--- src/hdl/sllc_pkg.sv ---
// ----------------------------------------------------------------------------
// sllc_pkg
// Shared command codes for the linked list with cursor block.
// ----------------------------------------------------------------------------
package sllc_pkg;

	localparam int CMD_W = 4;
	localparam int VAL_W = 32;

	typedef logic [CMD_W-1:0]        cmd_t;
	typedef logic signed [VAL_W-1:0] val_t;

	localparam cmd_t CMD_CLEAR     = 4'd0;
	localparam cmd_t CMD_INS_HEAD  = 4'd1;
	localparam cmd_t CMD_CUR_HEAD  = 4'd2;
	localparam cmd_t CMD_DEL_HEAD  = 4'd3;
	localparam cmd_t CMD_DEL_AFTER = 4'd4;
	localparam cmd_t CMD_INS_AFTER = 4'd5;
	localparam cmd_t CMD_OVERWRITE = 4'd6;
	localparam cmd_t CMD_ADVANCE   = 4'd7;
	localparam cmd_t CMD_QUERY     = 4'd8;

endpackage

--- src/hdl/sllc_ram.sv ---
// ----------------------------------------------------------------------------
// sllc_ram
// Generic single write port, single read port RAM with registered read.
// ----------------------------------------------------------------------------
module sllc_ram #(
	parameter int WIDTH = 32,
	parameter int DEPTH = 64
) (
	input  logic                     clk,
	input  logic                     we,
	input  logic [$clog2(DEPTH)-1:0] waddr,
	input  logic [WIDTH-1:0]         wdata,
	input  logic                     re,
	input  logic [$clog2(DEPTH)-1:0] raddr,
	output logic [WIDTH-1:0]         rdata
);

	logic [WIDTH-1:0] mem_q [DEPTH];
	logic [WIDTH-1:0] rdata_q;

	always_ff @(posedge clk) begin
		if (we) begin
			mem_q[waddr] <= wdata;
		end
		if (re) begin
			rdata_q <= mem_q[raddr];
		end
	end

	assign rdata = rdata_q;

endmodule

--- src/hdl/singly_linked_list_with_cursor_core.sv ---
// ----------------------------------------------------------------------------
// singly_linked_list_with_cursor_core
// Singly linked list of signed values with an active cursor over a node pool.
// ----------------------------------------------------------------------------
// Usage:
//   Input channel (in_valid/in_ready) carries one command and a value per
//   transaction. Output channel (out_valid/out_ready) returns one result per
//   command: head value/valid, cursor value/active, status, sticky error.
//   Node values and links live in two RAMs with registered read; the
//   head and cursor values are also shadowed in registers.
//   One command at a time. Clear, cursor to head, overwrite, query, insert
//   at head and any no-op pass through RD1 and FIN; delete head leaving a
//   new head node or advance onto a node (link read, then value read) and
//   a refused insert after cursor pass through RD1, RD2 and FIN; delete
//   after or insert after that change the list also pass RD3 before FIN
//   (chained link reads, two link writes). FIN loads the result register.
//   The result register frees the sequencer: a new command is taken while a
//   result waits; a command finishing while the output is still stalled
//   holds in its final state until the result register empties.
//   Reset empties the list and pool and clears the sticky error. RAM
//   contents are not cleared; only reachable nodes are ever read.
// ----------------------------------------------------------------------------
module singly_linked_list_with_cursor_core
	import sllc_pkg::*;
#(
	parameter int POOL_NODES = 64
) (
	input  logic                    clk,
	input  logic                    arst_n,
	// command channel
	input  logic                    in_valid,
	output logic                    in_ready,
	input  logic [CMD_W-1:0]        cmd,
	input  logic signed [VAL_W-1:0] value,
	// result channel
	output logic                    out_valid,
	input  logic                    out_ready,
	output logic signed [VAL_W-1:0] first_value,
	output logic                    first_valid,
	output logic signed [VAL_W-1:0] cursor_value,
	output logic                    cursor_active,
	output logic                    status,
	output logic                    error_seen
);

	// pointer width includes the nil code (POOL_NODES)
	localparam int IW = $clog2(POOL_NODES);
	localparam int PW = $clog2(POOL_NODES + 1);
	localparam logic [PW-1:0] NIL = PW'(POOL_NODES);

	// sequencer states
	localparam logic [2:0] ST_IDLE = 3'd0;
	localparam logic [2:0] ST_RD1  = 3'd1;
	localparam logic [2:0] ST_RD2  = 3'd2;
	localparam logic [2:0] ST_RD3  = 3'd3;
	localparam logic [2:0] ST_FIN  = 3'd4;

	function automatic logic is_node(input logic [PW-1:0] p);
		is_node = (p < NIL);
	endfunction

	function automatic logic [IW-1:0] idx(input logic [PW-1:0] p);
		idx = p[IW-1:0];
	endfunction

	// control state
	logic [2:0]    state_q, state_d;
	logic [PW-1:0] head_q, head_d;
	logic [PW-1:0] cursor_q, cursor_d;
	logic [PW-1:0] free_q, free_d;     // top of free stack
	logic [PW-1:0] fresh_q, fresh_d;   // bump counter of never-used nodes
	logic          sticky_q, sticky_d;
	val_t          head_val_q, head_val_d;
	val_t          cur_val_q, cur_val_d;
	logic          out_valid_q, out_valid_d;

	// per-command working registers
	cmd_t          cmd_q, cmd_d;
	val_t          val_q, val_d;
	logic          status_q, status_d;
	logic [PW-1:0] ta_q, ta_d;
	logic [PW-1:0] tb_q, tb_d;

	// result register
	val_t          first_value_q, cursor_value_q;
	logic          first_valid_q, cursor_active_q, status_out_q, error_q;
	logic          load_out;

	// RAM ports
	logic          link_we, val_we;
	logic [IW-1:0] link_waddr, val_waddr, link_raddr, val_raddr;
	logic [PW-1:0] link_wdata, link_rdata;
	logic [VAL_W-1:0] val_wdata, val_rdata;

	sllc_ram #(
		.WIDTH (PW),
		.DEPTH (POOL_NODES)
	) u_link_ram (
		.clk   (clk),
		.we    (link_we),
		.waddr (link_waddr),
		.wdata (link_wdata),
		.re    (1'b1),
		.raddr (link_raddr),
		.rdata (link_rdata)
	);

	sllc_ram #(
		.WIDTH (VAL_W),
		.DEPTH (POOL_NODES)
	) u_value_ram (
		.clk   (clk),
		.we    (val_we),
		.waddr (val_waddr),
		.wdata (val_wdata),
		.re    (1'b1),
		.raddr (val_raddr),
		.rdata (val_rdata)
	);

	assign in_ready = (state_q == ST_IDLE);

	always_comb begin
		state_d     = state_q;
		head_d      = head_q;
		cursor_d    = cursor_q;
		free_d      = free_q;
		fresh_d     = fresh_q;
		sticky_d    = sticky_q;
		head_val_d  = head_val_q;
		cur_val_d   = cur_val_q;
		out_valid_d = out_valid_q;
		cmd_d       = cmd_q;
		val_d       = val_q;
		status_d    = status_q;
		ta_d        = ta_q;
		tb_d        = tb_q;
		load_out    = 1'b0;
		link_we     = 1'b0;
		link_waddr  = idx(cursor_q);
		link_wdata  = tb_q;
		link_raddr  = idx(cursor_q);
		val_we      = 1'b0;
		val_waddr   = idx(cursor_q);
		val_wdata   = val_q;
		val_raddr   = idx(link_rdata);

		if (out_valid_q && out_ready) begin
			out_valid_d = 1'b0;
		end

		case (state_q)
			ST_IDLE: begin
				if (in_valid) begin
					cmd_d    = cmd;
					val_d    = value;
					status_d = 1'b0;
					state_d  = ST_RD1;
					// first link read issued along with the transaction
					case (cmd)
						CMD_INS_HEAD: link_raddr = idx(free_q);
						CMD_DEL_HEAD: link_raddr = idx(head_q);
						default:      link_raddr = idx(cursor_q);
					endcase
				end
			end

			ST_RD1: begin
				state_d = ST_FIN;
				case (cmd_q)
					CMD_CLEAR: begin
						head_d     = NIL;
						cursor_d   = NIL;
						free_d     = NIL;
						fresh_d    = '0;
						head_val_d = '0;
						cur_val_d  = '0;
					end
					CMD_INS_HEAD: begin
						if (is_node(free_q) || fresh_q < NIL) begin
							if (is_node(free_q)) begin
								ta_d   = free_q;
								free_d = link_rdata;
							end else begin
								ta_d    = fresh_q;
								fresh_d = fresh_q + 1'b1;
							end
							val_we     = 1'b1;
							val_waddr  = is_node(free_q) ? idx(free_q) : idx(fresh_q);
							val_wdata  = val_q;
							link_we    = 1'b1;
							link_waddr = is_node(free_q) ? idx(free_q) : idx(fresh_q);
							link_wdata = head_q;
							head_d     = is_node(free_q) ? free_q : fresh_q;
							head_val_d = val_q;
						end else begin
							status_d = 1'b1;
						end
					end
					CMD_CUR_HEAD: begin
						cursor_d  = head_q;
						cur_val_d = head_val_q;
					end
					CMD_DEL_HEAD: begin
						if (is_node(head_q)) begin
							// push old head on the free stack
							link_we    = 1'b1;
							link_waddr = idx(head_q);
							link_wdata = free_q;
							free_d     = head_q;
							if (cursor_q == head_q) begin
								cursor_d  = NIL;
								cur_val_d = '0;
							end
							head_d = link_rdata;
							if (is_node(link_rdata)) begin
								val_raddr = idx(link_rdata);
								state_d   = ST_RD2;
							end else begin
								head_val_d = '0;
							end
						end
					end
					CMD_DEL_AFTER: begin
						if (is_node(cursor_q) && is_node(link_rdata)) begin
							ta_d       = link_rdata;
							link_raddr = idx(link_rdata);
							state_d    = ST_RD2;
						end
					end
					CMD_INS_AFTER: begin
						if (is_node(cursor_q)) begin
							tb_d       = link_rdata;
							link_raddr = idx(free_q);
							state_d    = ST_RD2;
						end
					end
					CMD_OVERWRITE: begin
						if (is_node(cursor_q)) begin
							val_we    = 1'b1;
							val_waddr = idx(cursor_q);
							val_wdata = val_q;
							cur_val_d = val_q;
							if (cursor_q == head_q) begin
								head_val_d = val_q;
							end
						end
					end
					CMD_ADVANCE: begin
						if (is_node(cursor_q)) begin
							cursor_d = link_rdata;
							if (is_node(link_rdata)) begin
								val_raddr = idx(link_rdata);
								state_d   = ST_RD2;
							end else begin
								cur_val_d = '0;
							end
						end
					end
					default: begin
					end
				endcase
			end

			ST_RD2: begin
				state_d = ST_FIN;
				case (cmd_q)
					CMD_DEL_HEAD: begin
						head_val_d = val_rdata;
					end
					CMD_DEL_AFTER: begin
						// victim goes on the free stack, its successor kept
						link_we    = 1'b1;
						link_waddr = idx(ta_q);
						link_wdata = free_q;
						free_d     = ta_q;
						tb_d       = link_rdata;
						state_d    = ST_RD3;
					end
					CMD_INS_AFTER: begin
						if (is_node(free_q) || fresh_q < NIL) begin
							if (is_node(free_q)) begin
								ta_d   = free_q;
								free_d = link_rdata;
							end else begin
								ta_d    = fresh_q;
								fresh_d = fresh_q + 1'b1;
							end
							val_we     = 1'b1;
							val_waddr  = is_node(free_q) ? idx(free_q) : idx(fresh_q);
							val_wdata  = val_q;
							link_we    = 1'b1;
							link_waddr = is_node(free_q) ? idx(free_q) : idx(fresh_q);
							link_wdata = tb_q;
							state_d    = ST_RD3;
						end else begin
							status_d = 1'b1;
						end
					end
					CMD_ADVANCE: begin
						cur_val_d = val_rdata;
					end
					default: begin
					end
				endcase
			end

			ST_RD3: begin
				// relink the cursor node
				link_we    = 1'b1;
				link_waddr = idx(cursor_q);
				link_wdata = (cmd_q == CMD_DEL_AFTER) ? tb_q : ta_q;
				state_d    = ST_FIN;
			end

			ST_FIN: begin
				if (!out_valid_q || out_ready) begin
					load_out    = 1'b1;
					out_valid_d = 1'b1;
					sticky_d    = sticky_q | status_q;
					state_d     = ST_IDLE;
				end
			end

			default: begin
				state_d = ST_IDLE;
			end
		endcase
	end

	always_ff @(posedge clk or negedge arst_n) begin
		if (!arst_n) begin
			state_q     <= ST_IDLE;
			head_q      <= NIL;
			cursor_q    <= NIL;
			free_q      <= NIL;
			fresh_q     <= '0;
			sticky_q    <= 1'b0;
			head_val_q  <= '0;
			cur_val_q   <= '0;
			out_valid_q <= 1'b0;
		end else begin
			state_q     <= state_d;
			head_q      <= head_d;
			cursor_q    <= cursor_d;
			free_q      <= free_d;
			fresh_q     <= fresh_d;
			sticky_q    <= sticky_d;
			head_val_q  <= head_val_d;
			cur_val_q   <= cur_val_d;
			out_valid_q <= out_valid_d;
		end
	end

	// working and result payload, no reset needed
	always_ff @(posedge clk) begin
		cmd_q    <= cmd_d;
		val_q    <= val_d;
		status_q <= status_d;
		ta_q     <= ta_d;
		tb_q     <= tb_d;
		if (load_out) begin
			first_value_q   <= is_node(head_q) ? head_val_q : '0;
			first_valid_q   <= is_node(head_q);
			cursor_value_q  <= is_node(cursor_q) ? cur_val_q : '0;
			cursor_active_q <= is_node(cursor_q);
			status_out_q    <= status_q;
			error_q         <= sticky_q | status_q;
		end
	end

	assign out_valid     = out_valid_q;
	assign first_value   = first_value_q;
	assign first_valid   = first_valid_q;
	assign cursor_value  = cursor_value_q;
	assign cursor_active = cursor_active_q;
	assign status        = status_out_q;
	assign error_seen    = error_q;

endmodule
--- config.mk ---
export PLATFORM = sky130hd
export DESIGN_NAME = singly_linked_list_with_cursor_core
export DESIGN_NICKNAME = d
export VERILOG_FILES = /design/src/hdl/sllc_pkg.sv /design/src/hdl/sllc_ram.sv /design/src/hdl/singly_linked_list_with_cursor_core.sv
export SDC_FILE = /design/constraint.sdc
export NUM_CORES = 2
export LEC_CHECK = 0
export ABC_AREA = 1
export BUFFER_PORTS_ARGS = -buffer_cell sky130_fd_sc_hd__buf_2
export CAP_MARGIN = 0
export CORE_AREA = 10 10 462 464
export CTS_CLUSTER_DIAMETER = 80
export CTS_CLUSTER_SIZE = 30
export DETAILED_ROUTE_END_ITERATION = 6
export DIE_AREA = 0 0 472 474
export PLACE_DENSITY_LB_ADDON = 0.2
export REMOVE_ABC_BUFFERS = 1
export SETUP_SLACK_MARGIN = 0.2
export SYNTH_ARGS = -nofsm -noshare
export SYNTH_HDL_FRONTEND = slang
export SYNTH_SLANG_ARGS = --single-unit
--- constraint.sdc ---
create_clock -name clk -period 9.1 [get_ports clk]
set_input_delay 0.455 -clock clk [delete_from_list [all_inputs] [get_ports clk]]
set_output_delay 0.455 -clock clk [all_outputs]
set_load 0.01 [all_outputs]
[Word-level counts from Yosys, hierarchy flattened]
Memories as Yosys holds them, arrays and structs flattened. A register that Yosys moved wholly into a read port is not among the register bits.
Index checks and enable logic that the tools add are counted.
Storage, ports and cells
  flip-flop bits (word level): 216
  word-level logic and storage cells: 191
  memories: 2
  output and inout port bits: 70
  bits of input ports: 40
  memory bits (writable): 2496
Memories
  u_value_ram.mem_q: words 64, width 32, rd ports 1, clocked after Yosys merged registers in 1, wr ports 1, RTL line sllc_ram.sv:18  | logic [WIDTH-1:0] mem_q [DEPTH];
  u_link_ram.mem_q: words 64, width 7, rd ports 1, clocked after Yosys merged registers in 1, wr ports 1, RTL line sllc_ram.sv:18
Cells by class
  eq/ne operators: 42
  bitwise operators: 1
  add/sub/neg operators: 1
  multiplexer cells: 97
  magnitude comparators: 5
  reductions and logical operators: 23
Operators with widths (count)
  2-to-1 mux 32 bit: 11
  case mux 32 bit (5 select lines): 1
  2-to-1 mux 7 bit: 21
  case mux 32 bit (2 select lines): 2
  case mux 32 bit (4 select lines): 1
  case mux 7 bit (2 select lines): 8
  case mux 6 bit (2 select lines): 7
  case mux 7 bit (3 select lines): 3
  2-to-1 mux 6 bit: 8
  < comparator 7 bit, second input constant: 5
  inequality test 3 bit, second input constant: 10
  case mux 7 bit (4 select lines): 1
  2-to-1 mux 3 bit: 8
  inequality test 2 bit, second input constant: 10
  AND reduction 4 bit: 5
  2-to-1 mux 1 bit: 17
  == test 4 x 3 -> 1 bit, second input constant: 4
  AND reduction 8 bit: 2
  case mux 3 bit (5 select lines): 1
  == test 4 x 2 -> 1 bit, second input constant: 3
  case mux 3 bit (4 select lines): 1
  == test 4 x 1 -> 1 bit, second input constant: 2
  case mux 1 bit (2 select lines): 4
  adder 7 x 1 -> 7 bit, second input constant: 1
  24 further kinds: 33

[Depth between registers and ports, before layout]
  depth after elaboration: 7
  gate-level depth with buffers: 17
  gate-level depth less buffers: 15

[Hierarchy]
Synthesis repeated with hierarchy kept, for this count alone.
Unflattened totals
  cells, all modules: 9748
  area total of the unflattened synthesis: 113111.0 um2
By module, submodules not included
  sllc_ram at u_value_ram: instances 1, cells each 6788, seq. area each 62459.9 um2, area each 83157.3 um2
  sllc_ram at u_link_ram: instances 1, cells each 1607, seq. area each 13663.1 um2, area each 18661.6 um2
  singly_linked_list_with_cursor_core: instances 1, cells each 1353, seq. area each 6004.5 um2, area each 11292.1 um2

[Worst setup path after synthesis]
OpenSTA, ideal clock, no wires.
  path kind: reg2reg
  start point: register state_q[0]
  end point: register cursor_active_q, in the netlist cursor_active (enable)
  setup time: 0.497 ns
  buffers on the path: 0
  slack: 4.937 ns
  stages on the path, launching flop included: 6
  arrival time: 3.666 ns
  required time: 8.603 ns
  period minus slack after synthesis: 4.163 ns
  cell sequence: dfrtp_1 -> nor2_1 -> inv_1 -> nor2_1 -> inv_1 -> nor2_1
Between the ends
  cells in the longest elaborated chain, start to end: 2
Ends and longest elaborated chain
  start, declared: RTL line singly_linked_list_with_cursor_core.sv:67  | logic [2:0] state_q, state_d;
  start signal, assigned: RTL line singly_linked_list_with_cursor_core.sv:343  | state_q <= state_d;
  == test 3 bit: RTL line singly_linked_list_with_cursor_core.sv:152  | case (state_q)
  2-to-1 mux 1 bit: RTL line singly_linked_list_with_cursor_core.sv:152
  via load_out: RTL line singly_linked_list_with_cursor_core.sv:87  | logic load_out;
  end signal, assigned: RTL line singly_linked_list_with_cursor_core.sv:366  | cursor_active_q <= is_node(cursor_q);
  end, declared: RTL line singly_linked_list_with_cursor_core.sv:86  | logic first_valid_q, cursor_active_q, status_out_q, error_q;
The timed path passes the listed nets, and every way through them passes these cells.
A chain may end at the register's enable or synchronous reset.

[Worst setup path after layout]
  start point: register free_q[6]
  end point: memory u_value_ram.mem_q[43][24] (enable)
Between the ends
  cells in the longest elaborated chain, start to end: 7
  elaborated cells between the ends (all ways): 13
  classes of those cells: 1 x order compare; 11 x mux; 1 x reduce/logical
Ends and longest elaborated chain
  start, declared: RTL line singly_linked_list_with_cursor_core.sv:70  | logic [PW-1:0] free_q, free_d;
  start signal, assigned: RTL line singly_linked_list_with_cursor_core.sv:346  | free_q <= free_d;
  < comparator 7 bit (*): RTL line singly_linked_list_with_cursor_core.sv:59  | is_node = (p < NIL);
  logical OR 1 bit: RTL line singly_linked_list_with_cursor_core.sv:180, singly_linked_list_with_cursor_core.sv:281
  2-to-1 mux 1 bit: RTL line singly_linked_list_with_cursor_core.sv:180, singly_linked_list_with_cursor_core.sv:281
  case mux 1 bit (2 select lines) / 2-to-1 mux 1 bit (equally long branches): RTL line singly_linked_list_with_cursor_core.sv:170, singly_linked_list_with_cursor_core.sv:267
  case mux 1 bit (2 select lines): RTL line singly_linked_list_with_cursor_core.sv:152
  2-to-1 mux 1 bit: RTL line sllc_ram.sv:22  | if (we) begin
  2-to-1 mux 1 bit (not written as such): RTL line sllc_ram.sv:23  | mem_q[waddr] <= wdata;
  end, declared: RTL line sllc_ram.sv:18
Mark *: on every way between the ends. The rest lies on a longest branch, timed or not.

==> results.ini <==
[grt]
overflow = 0
grt_pass1_wl_mm = 476
first_global_vias = 70900
antenna_found_initial = 17
grt_max_degree = 164
grt_usage_pct = 28.3

[sta]
slew_viol_final = 0
setup-violations-final = 0
slew_headroom_pct = 8.00
rsz0062_at_grt = false
fin_skew_ns = 0.0447
hold-worst-slack_ns = 0.0535
max_freq_ghz = 0.184
period_minus_slack_ns = 5.44
hold_violations = 0
layout_setup_ws_ns = 3.66
tightest_slew_ns = 1.38
fin_crit_sh_pct = 59.8

[synth]
synth_top_family_by_area = compound AO/OA/AOI/OAI gates
synth.ff_latch_count = 2751
ys_seq_area_share_pct = 73.1
syn_avg_cell_area_um2 = 12.2
yosysMostFrequentCell = edfxtp_1
synthTopCellsByArea = edfxtp_1 70%, o21ai_0 6.5%, nor2_1 5.4%, o22ai_1 3.9%, dfrtp_1 2.1%
yosys_warnings = 0
synth_xor_area_share_pct = 0.0548
syn_area_mm2 = 0.112
yosys.area_share.simple_pct = 10.5
synth_compound_area_share_pct = 11.9
async_reset_ff_share_pct = 3.53
ys_top_cells_by_count = 2615 x edfxtp_1, 1610 x nor2_1, 1462 x o21ai_0
yosysUniqueCellTypes = 58
synth-edff-count = 2615
synthMuxAreaShare_pct = 0
ys.flop_type = edfxtp_1
synth_top_area_cell = edfxtp_1
syn_inst = 9164
yosys.area.top_type_share_pct = 70.2
yosys.area_share.adder_pct = 0.0112

[worst_setup_path]
start_kind = flip-flop
startpoint = free_q[6]
path_max_fanout = 32
path_class = flip-flop to flip-flop
cp.required_ns = 9.54
worstPathArrival_ns = 5.89
critPathCaptureType = flip-flop
regToRegStartpoint = free_q[6]

[min_path]
hold_start = in_valid
worst_hold_path_type = input port to flip-flop

[final_layout]
drive_above_1_share_pct = 7.32
final_util_pct = 58.8
final_nets = 9023
area_growth_pct = 7.24
final_cells = 11800

[cts]
cts_setup_buffers = 0
clkTransAtPathRegs_ns = 0.10
cts_hold_buf = 38
cts_max_level = 4
clock_latency_ns = 0.83
cts_tree = done
root_buffer = clkbuf_16
numCtsBuffers = 130
cts_resized = 0
cts_num_sinks = 2751
clock_path_buffers = 3

[floorplan]
die_area_mm2 = 0.224
initial_core_util_pct = 54.8
die_width_um = 472
ios = 110
rows = 166
die_h_um = 474
core_mm2 = 0.204

[drt]
viasPerCell = 6.39
drt_wl_total_mm = 326
drt_first_pass_iters = 6
wl_met1_mm = 127
met2_length_mm = 151
wl_per_cell_um = 27.7
antenna_left = 0
dr.max_layer_used = met5
dr_wl_met3_mm = 32.1
drt_iter0_markers = 11300
dr_total_vias = 75100
drc = 0

[run_status]
status = complete, no violations

[power]
power_density_mw_per_mm2 = 304
total_power_mw = 36.4
p_leak_nw = 39.6
max-vdd-ir-drop_mv = 0.279

[placement]
place_ws_ns = 3.74
dp_hpwl_mm = 186
numPortBuffers = 109
placedCellCount = 11500
gp_congestion = 0.932

[run]
max_cap_viol_count = 0

[layout make-up]
class	instances	area, µm²
Fill cell	16000	84000
Sequential cell	2751	81800
Multi-Input combinational cell	5198	25800
Clock buffer	150	3570
Tap cell	2688	3360
Timing Repair Buffer	322	2340
Inverter	579	2210
Clock inverter	73	902
Antenna cell	6	15.0
[routing by layer]
layer / GRT usage, % / vias up
met5: 0 / -
met4: 12.2 / 2
met3: 4.69 / 603
met2: 44.7 / 4211
met1: 39.1 / 37500
li1: - / 32800
[path summary, 6_finish.rpt]
| path | endpoint | slack (ns) | cells after the start |
|---|---|---|---|
| worst max register to register | u_value_ram.mem_q[43][24] | 3.66 | 8 |
| worst min-delay path | state_q[0] | 0.05 | 3 |
| min in group asynchronous | cursor_q[3] | 0.09 | 2 |
| worst max-delay path | u_value_ram.mem_q[43][24] | 3.66 | 8 |
| worst min register to register | cur_val_q[3] | 0.50 | 2 |
| max in group asynchronous | cur_val_q[18] | 7.69 | 3 |
[cells by family (layout without fill, tap and decap cells)]
kind of cell	Yosys count	after routing
xor gates and xnor gates	7	7
DFF	2751	2751
AOI/OAI and AO/OA	2412	2412
adders and majority gates	1	1
buffers and inverters	1215	1124
other	0	6
and+or+nand+nor	2778	2778
[layout by cell type, fill, tap and decap left out, types with 12 or more instances in the layout]
| master | synthesis | layout |
|---|---|---|
| edfxtp_1 | 2615 | 2615 |
| nor2_1 | 1610 | 1542 |
| o21ai_0 | 1462 | 1461 |
| o22ai_1 | 695 | 695 |
| nand2_1 | 558 | 556 |
| inv_1 | 549 | 546 |
| nand3_1 | 390 | 390 |
| buf_4 | 43 | 168 |
| nand4_1 | 158 | 158 |
| clkbuf_16 | 0 | 141 |
| buf_2 | 157 | 108 |
| dfrtp_1 | 94 | 94 |
| o21ai_1 | 81 | 82 |
| nor2_4 | 7 | 73 |
| a21oi_1 | 60 | 60 |
| o32ai_1 | 43 | 43 |
| dlygate4sd3_1 | 0 | 38 |
| dfxtp_1 | 39 | 33 |
| o211ai_1 | 25 | 25 |
| inv_2 | 23 | 21 |
| o221ai_1 | 15 | 15 |
| clkinv_1 | 4 | 12 |
| nor2_2 | 10 | 12 |
| inv_8 | 0 | 12 |
[power breakdown]
| group | total (mW) | internal, mW | switching, mW | leakage [nW] |
|---|---|---|---|---|
| Clock | 7.35 | 3.20 | 4.14 | 2.18 |
| Combinational | 13.4 | 3.15 | 10.3 | 12.2 |
| Sequential | 15.7 | 15.2 | 0.496 | 25.2 |
[worst max-delay path, cell delays in order (launching register included)]
cell and delay (ns):
dfstp_2 0.83, nand2_1 0.54, o21ai_0 0.58, nand2_1 0.12
o221ai_1 1.07, inv_1 0.13, nor2_1 0.21, nand2_1 0.46
nor2_4 1.10
[registers in the layout (all words and copies together), names as in the netlist, 4 cells and up]
register	flops
cmd_q	4
cur_val_q	32
cursor_q	7
cursor_value	32
first_value	32
free_q	7
fresh_q	7
head_q	7
head_val_q	32
ta_q	7
tb_q	7
u_link_ram.mem_q	448
u_link_ram.rdata	7
u_value_ram.mem_q	2048
u_value_ram.rdata	32
val_q	32
[metrics by stage]
step / area [µm²] / setup TNS (ns)
after floorplan: 109000 / -1524.60
after global placement: 115000 / 0
after detailed placement: 115000 / 0
after CTS: 120000 / 0
after global routing: 120000 / 0
final: 120000 / 0
Note: power is estimated with default switching activity, not from simulation.
